<file path="config.mk">
export PLATFORM = sky130hd
export DESIGN_NAME = key_click_double_long_detector_flat
export DESIGN_NICKNAME = d
export VERILOG_FILES = /design/src/rtl/kcd_pkg.sv /design/src/rtl/kcd_if.sv /design/src/rtl/key_click_double_long_detector.sv /design/src/rtl/kcd_core.sv /design/src/flat_wrapper.sv
export SDC_FILE = /design/constraint.sdc
export NUM_CORES = 1
export LEC_CHECK = 0
export BUFFER_PORTS_ARGS = -buffer_cell sky130_fd_sc_hd__buf_2
export CAP_MARGIN = 20
export CORE_UTILIZATION = 34
export CTS_CLUSTER_SIZE = 10
export DETAILED_ROUTE_END_ITERATION = 12
export SKIP_CTS_REPAIR_TIMING = 1
export SYNTH_ARGS = -nofsm -noshare
export SYNTH_HDL_FRONTEND = slang
export SYNTH_SLANG_ARGS = --single-unit
</file>
<file path="constraint.sdc">
create_clock -name clk_i -period 10.6 [get_ports clk_i]
set_input_delay 1.59 -clock clk_i [delete_from_list [all_inputs] [get_ports clk_i]]
set_output_delay 1.59 -clock clk_i [all_outputs]
set_load 0.005 [all_outputs]
</file>
<file path="src/rtl/kcd_pkg.sv">
`default_nettype none
// ----------------------------------------------------------------------------
// kcd_pkg: shared types and constants of the key click detector
// Action and request codes, register indexes, reset values of the settings,
// and the packed records for settings, detector state and input words.
// ----------------------------------------------------------------------------
package kcd_pkg;

  localparam int unsigned TimeW    = 32;
  localparam int unsigned CfgIdxW  = 3;
  localparam int unsigned CfgDataW = 16;

  typedef enum logic [1:0] {
    ActNone   = 2'd0,
    ActClick  = 2'd1,
    ActDouble = 2'd2,
    ActLong   = 2'd3
  } kcd_action_e;

  typedef enum logic {
    ReqTick = 1'b0,
    ReqRead = 1'b1
  } kcd_req_e;

  typedef enum logic [CfgIdxW-1:0] {
    RegDebounceMs     = 3'd0,
    RegPollInterval   = 3'd1,
    RegClickMinMs     = 3'd2,
    RegLongPressMs    = 3'd3,
    RegClickConfirmMs = 3'd4,
    RegUnreadTimeout  = 3'd5,
    RegActiveLevel    = 3'd6
  } kcd_reg_e;

  localparam logic [7:0]  RstDebounceMs     = 8'd5;
  localparam logic [7:0]  RstPollInterval   = 8'd5;
  localparam logic [15:0] RstClickMinMs     = 16'd30;
  localparam logic [15:0] RstLongPressMs    = 16'd2000;
  localparam logic [15:0] RstClickConfirmMs = 16'd500;
  localparam logic [15:0] RstUnreadTimeout  = 16'd1000;
  localparam logic        RstActiveLevel    = 1'b1;

  typedef struct packed {
    logic [7:0]  debounce_ms;
    logic [7:0]  poll_interval;
    logic [15:0] click_min_ms;
    logic [15:0] long_press_ms;
    logic [15:0] click_confirm_ms;
    logic [15:0] unread_timeout_ms;
    logic        active_level;
  } kcd_cfg_t;

  typedef struct packed {
    logic [TimeW-1:0] now_ms;
    logic [TimeW-1:0] last_poll_ms;
    logic [TimeW-1:0] debounce_stamp;
    logic [TimeW-1:0] press_stamp;
    logic [TimeW-1:0] unread_stamp;
    logic             debounced_pressed;
    logic             key_down;
    logic             click_confirmed;
    kcd_action_e      pending_action;
  } kcd_state_t;

  typedef struct packed {
    kcd_req_e req_type;
    logic     pin_level;
  } kcd_item_t;

endpackage : kcd_pkg
`default_nettype wire

</file>
<file path="src/rtl/kcd_if.sv">
`default_nettype none
// ----------------------------------------------------------------------------
// kcd_if: handshake channels of the key click detector
// Request channel, result channel and settings write channel, each with
// valid, ready and its payload.
// ----------------------------------------------------------------------------
interface kcd_in_if;
  logic valid;
  logic ready;
  logic req_type;
  logic pin_level;

  modport source (output valid, output req_type, output pin_level, input ready);
  modport sink   (input valid, input req_type, input pin_level, output ready);
endinterface : kcd_in_if

interface kcd_out_if;
  logic       valid;
  logic       ready;
  logic [1:0] action;
  logic       pressed;

  modport source (output valid, output action, output pressed, input ready);
  modport sink   (input valid, input action, input pressed, output ready);
endinterface : kcd_out_if

interface kcd_cfg_if;
  import kcd_pkg::*;
  logic                valid;
  logic                ready;
  logic [CfgIdxW-1:0]  index;
  logic [CfgDataW-1:0] data;

  modport source (output valid, output index, output data, input ready);
  modport sink   (input valid, input index, input data, output ready);
endinterface : kcd_cfg_if
`default_nettype wire

</file>
<file path="src/rtl/key_click_double_long_detector.sv">
`default_nettype none
// ----------------------------------------------------------------------------
// key_click_double_long_detector: click, double click and long press detector
// Debounces a key pin sampled once per millisecond tick and reports clicks,
// double clicks and long presses to a reader.
// ----------------------------------------------------------------------------
// Every input word is either a one-millisecond tick that carries the raw pin
// level or a read request, and every input word produces exactly one result
// word holding the action (nonzero only for reads) and the debounced key
// level. The block accepts one word per clock cycle for as long as the
// result side keeps up; a word is captured in an input register, its whole
// effect on the detector state is formed by the next-state logic, and the
// result is held in an output register. The deepest path is the 32-bit
// millisecond increment followed by the modular subtractions and compares
// of the poll, debounce, hold-time and unread-timeout checks. Settings are
// written through the configuration channel, which is always ready; they
// must be changed only while no word is in flight. Register indexes beyond
// the last register are ignored.
// ----------------------------------------------------------------------------
module key_click_double_long_detector (
  input  wire    clk_i,
  input  wire    rst_ni,
  kcd_in_if.sink   in_i,
  kcd_out_if.source out_o,
  kcd_cfg_if.sink  cfg_i
);
  import kcd_pkg::*;

  kcd_cfg_t    cfg_q, cfg_d;
  kcd_state_t  state_q, state_d;
  logic        s1_valid_q;
  kcd_item_t   s1_item_q;
  logic        out_valid_q;
  kcd_action_e out_action_q;
  logic        out_pressed_q;
  kcd_action_e core_action;
  logic        advance;
  logic        in_fire;

  // The result register frees up when it is empty or being taken; the input
  // register moves forward whenever the result register can take it.
  assign advance    = s1_valid_q && (!out_valid_q || out_o.ready);
  assign in_i.ready = !s1_valid_q || advance;
  assign in_fire    = in_i.valid && in_i.ready;

  assign cfg_i.ready = 1'b1;

  // Settings decode.
  always_comb begin
    cfg_d = cfg_q;
    if (cfg_i.valid) begin
      unique case (cfg_i.index)
        RegDebounceMs:     cfg_d.debounce_ms       = cfg_i.data[7:0];
        RegPollInterval:   cfg_d.poll_interval     = cfg_i.data[7:0];
        RegClickMinMs:     cfg_d.click_min_ms      = cfg_i.data;
        RegLongPressMs:    cfg_d.long_press_ms     = cfg_i.data;
        RegClickConfirmMs: cfg_d.click_confirm_ms  = cfg_i.data;
        RegUnreadTimeout:  cfg_d.unread_timeout_ms = cfg_i.data;
        RegActiveLevel:    cfg_d.active_level      = cfg_i.data[0];
        default:           cfg_d = cfg_q;
      endcase
    end
  end

  always_ff @(posedge clk_i or negedge rst_ni) begin
    if (!rst_ni) begin
      cfg_q.debounce_ms       <= RstDebounceMs;
      cfg_q.poll_interval     <= RstPollInterval;
      cfg_q.click_min_ms      <= RstClickMinMs;
      cfg_q.long_press_ms     <= RstLongPressMs;
      cfg_q.click_confirm_ms  <= RstClickConfirmMs;
      cfg_q.unread_timeout_ms <= RstUnreadTimeout;
      cfg_q.active_level      <= RstActiveLevel;
    end else begin
      cfg_q <= cfg_d;
    end
  end

  // Input register.
  always_ff @(posedge clk_i or negedge rst_ni) begin
    if (!rst_ni) begin
      s1_valid_q <= 1'b0;
    end else if (in_i.ready) begin
      s1_valid_q <= in_i.valid;
    end
  end

  always_ff @(posedge clk_i) begin
    if (in_fire) begin
      s1_item_q <= '{req_type: kcd_req_e'(in_i.req_type), pin_level: in_i.pin_level};
    end
  end

  kcd_core u_core (
    .cfg_i    (cfg_q),
    .state_i  (state_q),
    .item_i   (s1_item_q),
    .state_o  (state_d),
    .action_o (core_action)
  );

  // Detector state is updated exactly once per word, as the word moves into
  // the result register.
  always_ff @(posedge clk_i or negedge rst_ni) begin
    if (!rst_ni) begin
      state_q <= '{default: '0, pending_action: ActNone};
    end else if (advance) begin
      state_q <= state_d;
    end
  end

  // Result register.
  always_ff @(posedge clk_i or negedge rst_ni) begin
    if (!rst_ni) begin
      out_valid_q <= 1'b0;
    end else if (advance) begin
      out_valid_q <= 1'b1;
    end else if (out_o.ready) begin
      out_valid_q <= 1'b0;
    end
  end

  always_ff @(posedge clk_i) begin
    if (advance) begin
      out_action_q  <= core_action;
      out_pressed_q <= state_d.debounced_pressed;
    end
  end

  assign out_o.valid   = out_valid_q;
  assign out_o.action  = out_action_q;
  assign out_o.pressed = out_pressed_q;

`ifndef SYNTHESIS
  // A double click or long press is only recorded once the key is released
  // from the judge's point of view.
  assert property (@(posedge clk_i) disable iff (!rst_ni)
    (state_q.pending_action == ActDouble || state_q.pending_action == ActLong)
      |-> !state_q.key_down)
    else $error("key_down set while a double click or long press is pending");

  // Confirmation only exists for a pending single click.
  assert property (@(posedge clk_i) disable iff (!rst_ni)
    state_q.click_confirmed |-> (state_q.pending_action == ActClick))
    else $error("click confirmed without a pending click");

  // Ticks never report an action.
  assert property (@(posedge clk_i) disable iff (!rst_ni)
    (advance && (s1_item_q.req_type == ReqTick)) |=> (out_action_q == ActNone))
    else $error("tick produced a nonzero action");

  // A word in the result register that is not taken stays there.
  assert property (@(posedge clk_i) disable iff (!rst_ni)
    (out_valid_q && !out_o.ready) |=> (out_valid_q && $stable(out_action_q)
      && $stable(out_pressed_q)))
    else $error("stalled result changed");
`endif

endmodule : key_click_double_long_detector
`default_nettype wire

</file>
<file path="src/rtl/kcd_core.sv">
`default_nettype none
// ----------------------------------------------------------------------------
// kcd_core: next-state logic of the key click detector
// Given the current detector state, the settings and one request word, it
// forms the state after that word and the action that a read returns.
// ----------------------------------------------------------------------------
module kcd_core (
  input  kcd_pkg::kcd_cfg_t    cfg_i,
  input  kcd_pkg::kcd_state_t  state_i,
  input  kcd_pkg::kcd_item_t   item_i,
  output kcd_pkg::kcd_state_t  state_o,
  output kcd_pkg::kcd_action_e action_o
);
  import kcd_pkg::*;

  kcd_state_t       st;
  kcd_action_e      act;
  logic             raw_pressed;
  logic [TimeW-1:0] now_next;
  logic [TimeW-1:0] held;
  logic             debounce_ok;
  logic             smp_pressed;
  logic [TimeW-1:0] smp_stamp;
  logic             first;
  logic             second;

  always_comb begin
    st          = state_i;
    act         = ActNone;
    raw_pressed = (item_i.pin_level == cfg_i.active_level);
    now_next    = state_i.now_ms + TimeW'(1);
    held        = now_next - state_i.press_stamp;
    debounce_ok = (now_next - state_i.debounce_stamp) >= TimeW'(cfg_i.debounce_ms);

    // Debounced sample, taken into the state only when the judge runs.
    smp_pressed = state_i.debounced_pressed;
    smp_stamp   = state_i.debounce_stamp;
    if (raw_pressed != state_i.debounced_pressed) begin
      if (debounce_ok) begin
        smp_stamp   = now_next;
        smp_pressed = raw_pressed;
      end
    end else begin
      smp_stamp = now_next;
    end

    first  = (state_i.pending_action == ActNone);
    second = (state_i.pending_action == ActClick) && !state_i.click_confirmed;

    if (item_i.req_type == ReqTick) begin
      st.now_ms = now_next;
      if ((now_next - state_i.last_poll_ms) > TimeW'(cfg_i.poll_interval)) begin
        st.last_poll_ms = now_next;
        if (first || second) begin
          st.debounce_stamp    = smp_stamp;
          st.debounced_pressed = smp_pressed;
          if (!state_i.key_down) begin
            if (smp_pressed) begin
              st.key_down    = 1'b1;
              st.press_stamp = now_next;
            end else if (second && (held >= TimeW'(cfg_i.click_confirm_ms))) begin
              st.click_confirmed = 1'b1;
            end
          end else begin
            if (!smp_pressed) begin
              st.key_down = 1'b0;
              if (held >= TimeW'(cfg_i.click_min_ms)) begin
                st.pending_action = first ? ActClick : ActDouble;
              end
            end else if (held >= TimeW'(cfg_i.long_press_ms)) begin
              st.key_down       = 1'b0;
              st.pending_action = ActLong;
            end
          end
        end
        // Unread timeout runs on every poll, after the judge.
        if (st.pending_action == ActNone) begin
          st.unread_stamp = now_next;
        end else if ((now_next - state_i.unread_stamp) >
                     TimeW'(cfg_i.unread_timeout_ms)) begin
          st.click_confirmed = 1'b0;
          st.pending_action  = ActNone;
        end
      end
    end else begin
      if (state_i.pending_action == ActClick) begin
        if (state_i.click_confirmed) begin
          act                = ActClick;
          st.click_confirmed = 1'b0;
          st.pending_action  = ActNone;
        end
      end else begin
        act                = state_i.pending_action;
        st.click_confirmed = 1'b0;
        st.pending_action  = ActNone;
      end
    end
  end

  assign state_o  = st;
  assign action_o = act;

endmodule : kcd_core
`default_nettype wire

</file>
<file path="src/flat_wrapper.sv">
// flat-port wrapper written by rule: the top's interface ports become plain ports
module key_click_double_long_detector_flat import kcd_pkg::*;
  (clk_i, rst_ni, in_i_valid, in_i_req_type, in_i_pin_level, in_i_ready, out_o_valid, out_o_action, out_o_pressed, out_o_ready, cfg_i_valid, cfg_i_index, cfg_i_data, cfg_i_ready);
  kcd_in_if in_i_i ();
  kcd_out_if out_o_i ();
  kcd_cfg_if cfg_i_i ();
  input  wire clk_i;
  input  wire rst_ni;
  input wire logic [$bits(in_i_i.valid)-1:0] in_i_valid;
  input wire logic [$bits(in_i_i.req_type)-1:0] in_i_req_type;
  input wire logic [$bits(in_i_i.pin_level)-1:0] in_i_pin_level;
  output wire logic [$bits(in_i_i.ready)-1:0] in_i_ready;
  output wire logic [$bits(out_o_i.valid)-1:0] out_o_valid;
  output wire logic [$bits(out_o_i.action)-1:0] out_o_action;
  output wire logic [$bits(out_o_i.pressed)-1:0] out_o_pressed;
  input wire logic [$bits(out_o_i.ready)-1:0] out_o_ready;
  input wire logic [$bits(cfg_i_i.valid)-1:0] cfg_i_valid;
  input wire logic [$bits(cfg_i_i.index)-1:0] cfg_i_index;
  input wire logic [$bits(cfg_i_i.data)-1:0] cfg_i_data;
  output wire logic [$bits(cfg_i_i.ready)-1:0] cfg_i_ready;
  assign in_i_i.valid = in_i_valid;
  assign in_i_i.req_type = in_i_req_type;
  assign in_i_i.pin_level = in_i_pin_level;
  assign in_i_ready = in_i_i.ready;
  assign out_o_valid = out_o_i.valid;
  assign out_o_action = out_o_i.action;
  assign out_o_pressed = out_o_i.pressed;
  assign out_o_i.ready = out_o_ready;
  assign cfg_i_i.valid = cfg_i_valid;
  assign cfg_i_i.index = cfg_i_index;
  assign cfg_i_i.data = cfg_i_data;
  assign cfg_i_ready = cfg_i_i.ready;
  key_click_double_long_detector u_core (.clk_i(clk_i), .rst_ni(rst_ni), .in_i(in_i_i), .out_o(out_o_i), .cfg_i(cfg_i_i));
endmodule
</file>
---- Yosys cells after proc, flatten, opt, wreduce, memory -nomap -nowiden ----
Index checks and enable logic that the tools add are counted.
word-level totals
  bits of input ports ..................... 26
  flip-flop bits (word level) ............. 253
  output and inout bits ................... 6
  logic and storage cells ................. 107
operators by class
  bitwise gates (word level) .............. 2
  reductions and logical operators ........ 30
  add/subtract/negate cells ............... 5
  multiplexer cells ....................... 30
  equal/unequal tests ..................... 12
  magnitude comparators ................... 6
operators with widths
  cell                   count
  $sub 32x32->32         4
  $ge 32x16->1           3
  $mux 32                2
  $add 32x1->32 const B  1
  $ge 32x8->1            1
  $gt 32x16->1           1
  $gt 32x8->1            1
  $mux 5                 4
  $reduce_and 2->1       9
  $mux 2                 8
  $mux 1                 12
  $mux 3                 4
  $eq 3x3->1 const B     3
  $reduce_and 4->1       2
  $eq 3x2->1 const B     2
  $reduce_and 3->1       2
  $reduce_and 6->1       1
  $reduce_and 5->1       1
  $logic_and 1x1->1      4
  $logic_not 2->1        2
  $reduce_bool 2->1      2
  $eq 3x1->1 const B     1
  $logic_not 1->1        3
  $logic_not 3->1        1
  8 further kinds        11

---- Depth between registers and ports, before layout ----
  depth after elaboration ................. 14
  gate-level depth with buffers ........... 27
  mapped depth without buffers ............ 25

---- Modules after synthesis ----
A second synthesis with hierarchy kept.
second synthesis, totals
  cell total of the unflattened synthesis .. 2379
  area, all modules ....................... 22235.1 µm²
by module, submodules not included
  module                          area an instance (µm²)  seq. area each (µm²)  cells each  times used
  kcd_core                        12618.4                 0.0                   1838        1
  key_click_double_long_detector  9616.7                  6389.9                541         1

---- Worst setup path after synthesis ----
Ideal clock, no wire load.
  path type ............................... reg-to-reg
  start point ............................. reg u_core.state_q[133] (netlist name)
  end point ............................... reg u_core.state_q[39] (netlist name)
  setup time .............................. 0.128 ns
  clock period less this slack ............ 6.110 ns
  setup slack ............................. 4.490 ns
  stages on the path, launching flop included .. 27
  path buffers ............................ 3
  data arrival time ....................... 5.982 ns
  required time ........................... 10.472 ns
  cells stage by stage .................... dfrtp_1 ha_1 nand3_1 nor2_1 nand3_1 nor2_1 and3_1 and3_1 and3_1 clkbuf_1 nand2_1 nor2_1 xor2_1 ha_1 buf_2 a21oi_1 a21oi_1 or4_1 a211o_1 a2111oi_0 nand4_1 nor4_4 nor2_4 nand2_2 nor3_2 buf_4 mux2_1
between the ends
  longest elaborated chain between the ends .. 6
  elaborated cells between the ends (all ways) .. 8
  those cells by class .................... 3 x add/sub; 2 x order compare; 2 x mux; 1 x reduce/logical
ends and longest elaborated chain
  item                            line                                   text
  start, declared                 key_click_double_long_detector.sv:30   kcd_state_t state_q, state_d;
  start signal, assigned          key_click_double_long_detector.sv:108  state_q <= state_d;
  $add 32x1->32 *                 kcd_core.sv:31                         now_next = state_i.now_ms + TimeW'(1);
  net u_core.u_core.now_next[28]  kcd_core.sv:19                         logic [TimeW-1:0] now_next;
  $sub 32x32->32                  kcd_core.sv:33                         debounce_ok = (now_next - state_i.debounce_stamp) >= TimeW'(cfg_i.debounce_ms);
  $ge 32x8->1                     kcd_core.sv:33
  $mux 1                          kcd_core.sv:39                         if (debounce_ok) begin
  $mux 1                          kcd_core.sv:38                         if (raw_pressed != state_i.debounced_pressed) begin
  $reduce_and 6->1 (no line) *    -
The timed path passes the listed nets; every way through them passes the cells marked *.
A chain may end at the register's enable or synchronous reset.

---- Worst setup path after layout ----
  start point ............................. reg u_core.state_q[133] (netlist name)
  end point ............................... reg u_core.state_q[10] (netlist name)
between the ends
  longest elaborated chain between the ends .. 12
  elaborated cells between the ends (all ways) .. 19
  those cells by class .................... 4 x add/sub; 4 x order compare; 9 x mux; 2 x reduce/logical
ends and longest elaborated chain
  item                            line            text
  $add 32x1->32 *                 kcd_core.sv:31
  net u_core.u_core.now_next[26]  kcd_core.sv:19
  $sub 32x32->32                  kcd_core.sv:33
  $ge 32x8->1                     kcd_core.sv:33
  $mux 1                          kcd_core.sv:39
  $mux 1                          kcd_core.sv:38
  $mux 2                          kcd_core.sv:65  if (!smp_pressed) begin
  $mux 2                          kcd_core.sv:57  if (!state_i.key_down) begin
  $mux 5                          kcd_core.sv:54  if (first || second) begin
  $mux 5                          kcd_core.sv:52  if ((now_next - state_i.last_poll_ms) > TimeW'(cfg_i.poll_interval)) begin
  $mux 5                          kcd_core.sv:50  if (item_i.req_type == ReqTick) begin
  $logic_not 2->1                 kcd_core.sv:77  if (st.pending_action == ActNone) begin
  $reduce_and 4->1 (no line) *    -
The timed path passes the listed nets; every way through them passes the cells marked *. The select of a mux whose other input is x is not followed.

==> metrics.md <==
| Metric | Value |
|---|---|
| Cells after Synth | 2389 |
| Syn Nets | ~2.6k |
| Post-synth EDFFs | 5 |
| Average wire per standard cell | between 15 and 20 µm |
| Cell area after synthesis | 20300 µm² |
| Fin area | 22400 µm² |
| Post-synthesis average cell area | ~8.5 µm² |
| Synth top area share | 27.2% |
| Slew at the pin closest to its max-slew limit | 1.01 ns |
| Ys flop type | dfrtp_1 |
| IO buf count | 30 |
| Yosys top cell by area | dfrtp_1 |
| Synth-to-layout area growth | 10.1% |
| Switching part of the total | 46.6% |
| Initial DRT Pass Iterations | 5 |
| GRT Overall Usage | 19.6% |
| Largest net degree at the start of global routing | 117 |
| Routed WL | 59500 µm |
| CP Capture Type | flip-flop |
| Vias per inst | 5.52 |
| Initial antenna violation count | 0 |
| Post-route DRC | 0 |
| First-pass GRT wire length | 95300 µm |
| P_sw | 3.07 mW |
| Hold slack final | 0.488 ns |
| WL met2 | 27800 µm |
| Rel. slew slack | 32.2% |
| Crit Path Class | flip-flop to flip-flop |
| Ratio of cells with drive above 1 in the final layout | 10.1% |
| Dpl hpwl | 45600 µm |
| FMAX | around 130 MHz |
| Final Power | 6.59 mW |
| Cell leakage power | 10.8 nW |
| DRT iter0 DRCs | about 1.2k |
| Max Cap Viol | 0 |
| Highest Signal Layer | met4 |
| Clock Power Share | between 10% and 20% |
| Final Hold Viols | 0 |
| Core area | 59100 µm² |
| CP Launch Type | flip-flop |
| Die Ht | 247 µm |
| Metal3 WL | a little under 3000 µm |
| Worst-path fanout max | 32 |
| Vias in the first global route | 16.8k |
| Final setup vio count | 0 |
| Num Clock Sinks | 253 |
| Skew final | 0.0258 ns |
| Flop pwr share | between 10% and 20% |
| M1 WL | between 20000 and 30000 µm |
| Clock-pin slew on the worst setup and hold paths | 0.06 ns |
| Gate power share | 66.5% |
| DP Area | 21500 µm² |
| Nets@finish | about 2.6k |
| Reg2Reg Depth | 24 |
| CTS tree | yes |
| CP required | 11.05 ns |
| Number of distinct library cells after synthesis | 92 |
| I/O pin total | 32 |
| Antenna Nets Post-Route | 0 |
| Die ar. | ~61000 µm² |
| Starting Density | 34.4% |
| Clock Path Buffers | 3 |
| Vias | roughly 18k |
| Total CTS buffers | 31 |
| Register area share after synthesis | 31.4% |
| Row count | 89 |
| Int Pwr | about 3.5 mW |
| Peak supply drop | 0.377 mV |
| Die width | 247 µm |
| Dpl cells | 3144 |
| Synth Warn # | 0 |
| ANT cells | 0 |
| Root buffer cell | clkbuf_16 |
| GRT overflow | 0 |
| Finished Layout Cells | roughly 3.2k |
| CP arrival | 8.37 ns |
| Fill cells | about 6.0k |
| Tcrit/Tclk final | 74.7% |
| Setup TNS | 0 ns |
| Max Transition Viols Final | 0 |
| Synthesized flop and latch total | 253 |
| Worst hold-check path type | flip-flop to flip-flop |
| FFs w/ async S/R, synth | 98.0% |
| PwrDens | between 200 and 300 nW/µm² |
| Min Clock Period, post-route | 7.92 ns |
| Final Wtd Congestion | 0.967 |
| Status | finished clean |
| RSZ-0062 raised after global routing | false |
| CTS H-tree lvls | 1 |
| Hold Path Stages | 1 |
| Synth area leaders | dfrtp_1, ha_1, a21oi_1 |
| Clock Latency Late Sink | between 0.5 and 0.6 ns |
==> kinds of logic after synthesis <==
family / share of synthesized area, %
xor gates and xnor gates: 5.57
adders and majority gates: 13.0
DFF: 31.4
and+or+nand+nor: 16.3
other: 0.0184
buffers and inverters: 6.30
muxes: 6.70
AOI/OAI and AO/OA: 20.7
==> stage by stage <==
stage / worst slack (ns) / utilization (%)
global placement: 2.69 / 36.3
finish: 2.68 / 37.9
detailed placement: 2.80 / 36.3
floorplan: 4.49 / -
global route: 2.12 / 37.9
CTS: 2.76 / 37.9
==> layout by cell type (no fill, tap or decap), types with 31 or more instances in the layout <==
cell type  Yosys  final
ha_1         205    205
inv_1        241    241
xnor2_1       86     83
nand4_1       50     50
mux2_1        31     31
xor2_1        39     36
nor2_1       155    155
clkbuf_16      0     31
nand2_1      227    227
a21oi_1      189    189
nor3_1        32     31
nand3_1       57     57
o21ai_0      185    185
dfrtp_1      221    221
mux2_2        72     72
a21o_1        68     68
buf_4          4     38
==> state kept, by name, indices dropped and copies added (netlist names) <==
| name | flops |
|---|---|
| u_core.cfg_q | 81 |
| u_core.out_o.action | 2 |
| u_core.out_o.pressed | 1 |
| u_core.out_o.valid | 1 |
| u_core.s1_item_q | 2 |
| u_core.s1_valid_q | 1 |
| u_core.state_q | 165 |
==> power groups by stage <==
stage	Sequential (mW)	Combinational [mW]	Clock (mW)
2_1_floorplan	1.20	3.14	0
5_1_grt	1.23	4.87	1.06
3_3_place_gp	1.22	4.23	0
4_1_cts	1.21	4.34	1.02
3_5_place_dp	1.22	4.29	0
6_report	1.21	4.38	1.00
==> per-layer routing <==
metal / track usage (%) / vias to the layer above
met5: 0 / -
met4: 4.16 / 0
met3: 2.00 / 75
met2: 32.8 / 495
met1: 27.2 / 8527
li1: - / 8537
==> synthesized netlist by cell type, types with 57 or more instances <==
cell        n
inv_1     241
nand2_1   227
dfrtp_1   221
ha_1      205
a21oi_1   189
o21ai_0   185
nor2_1    155
xnor2_1    86
mux2_2     72
clkbuf_1   71
a21o_1     68
nand3_1    57
==> layout make-up <==
| class | count | area, µm² | share of cell area, % |
|---|---|---|---|
| multi-input cells | 1807 | 12700 | 56.9 |
| flip-flops and latches | 253 | 6390 | 28.5 |
| well taps | 773 | 967 | 4.32 |
| clock buffers | 50 | 917 | 4.09 |
| inverters | 241 | 905 | 4.04 |
| repair buffers | 70 | 454 | 2.03 |
| clock inverters | 3 | 22.5 | 0.101 |
==> path summary, 6_finish.rpt <==
path / startpoint / end / slack (ns)
max: u_core.state_q[133] / u_core.state_q[10] / 2.68
min reg2reg: u_core.state_q[26] / u_core.state_q[26] / 0.49
max reg2reg: u_core.state_q[133] / u_core.state_q[10] / 2.68
min: u_core.state_q[26] / u_core.state_q[26] / 0.49
min in group asynchronous: rst_ni / u_core.cfg_q[13] / 1.04
max in group asynchronous: rst_ni / u_core.state_q[125] / 8.01
==> worst max-delay path, cell delays in order (launching register included) <==
cell and delay [ns]:
dfrtp_1 0.59, ha_1 0.28, nand3_1 0.15, nor2_1 0.35, nand3_1 0.13, nor2_1 0.21, and3_1 0.24, and3_1 0.23
and3_1 0.33, nand2_1 0.14, nor2_1 0.17, xor2_1 0.08, buf_4 0.20, ha_1 0.49, a21oi_1 0.12, o21a_1 0.24
a311o_1 0.40, a2111oi_0 0.41, o2111ai_1 0.20, nor4_1 0.39, nand4_2 0.29, mux2i_4 0.43, mux2i_1 0.32, nand3_2 0.75
mux2_1 0.62
Power figures use the tool's default switching activity.
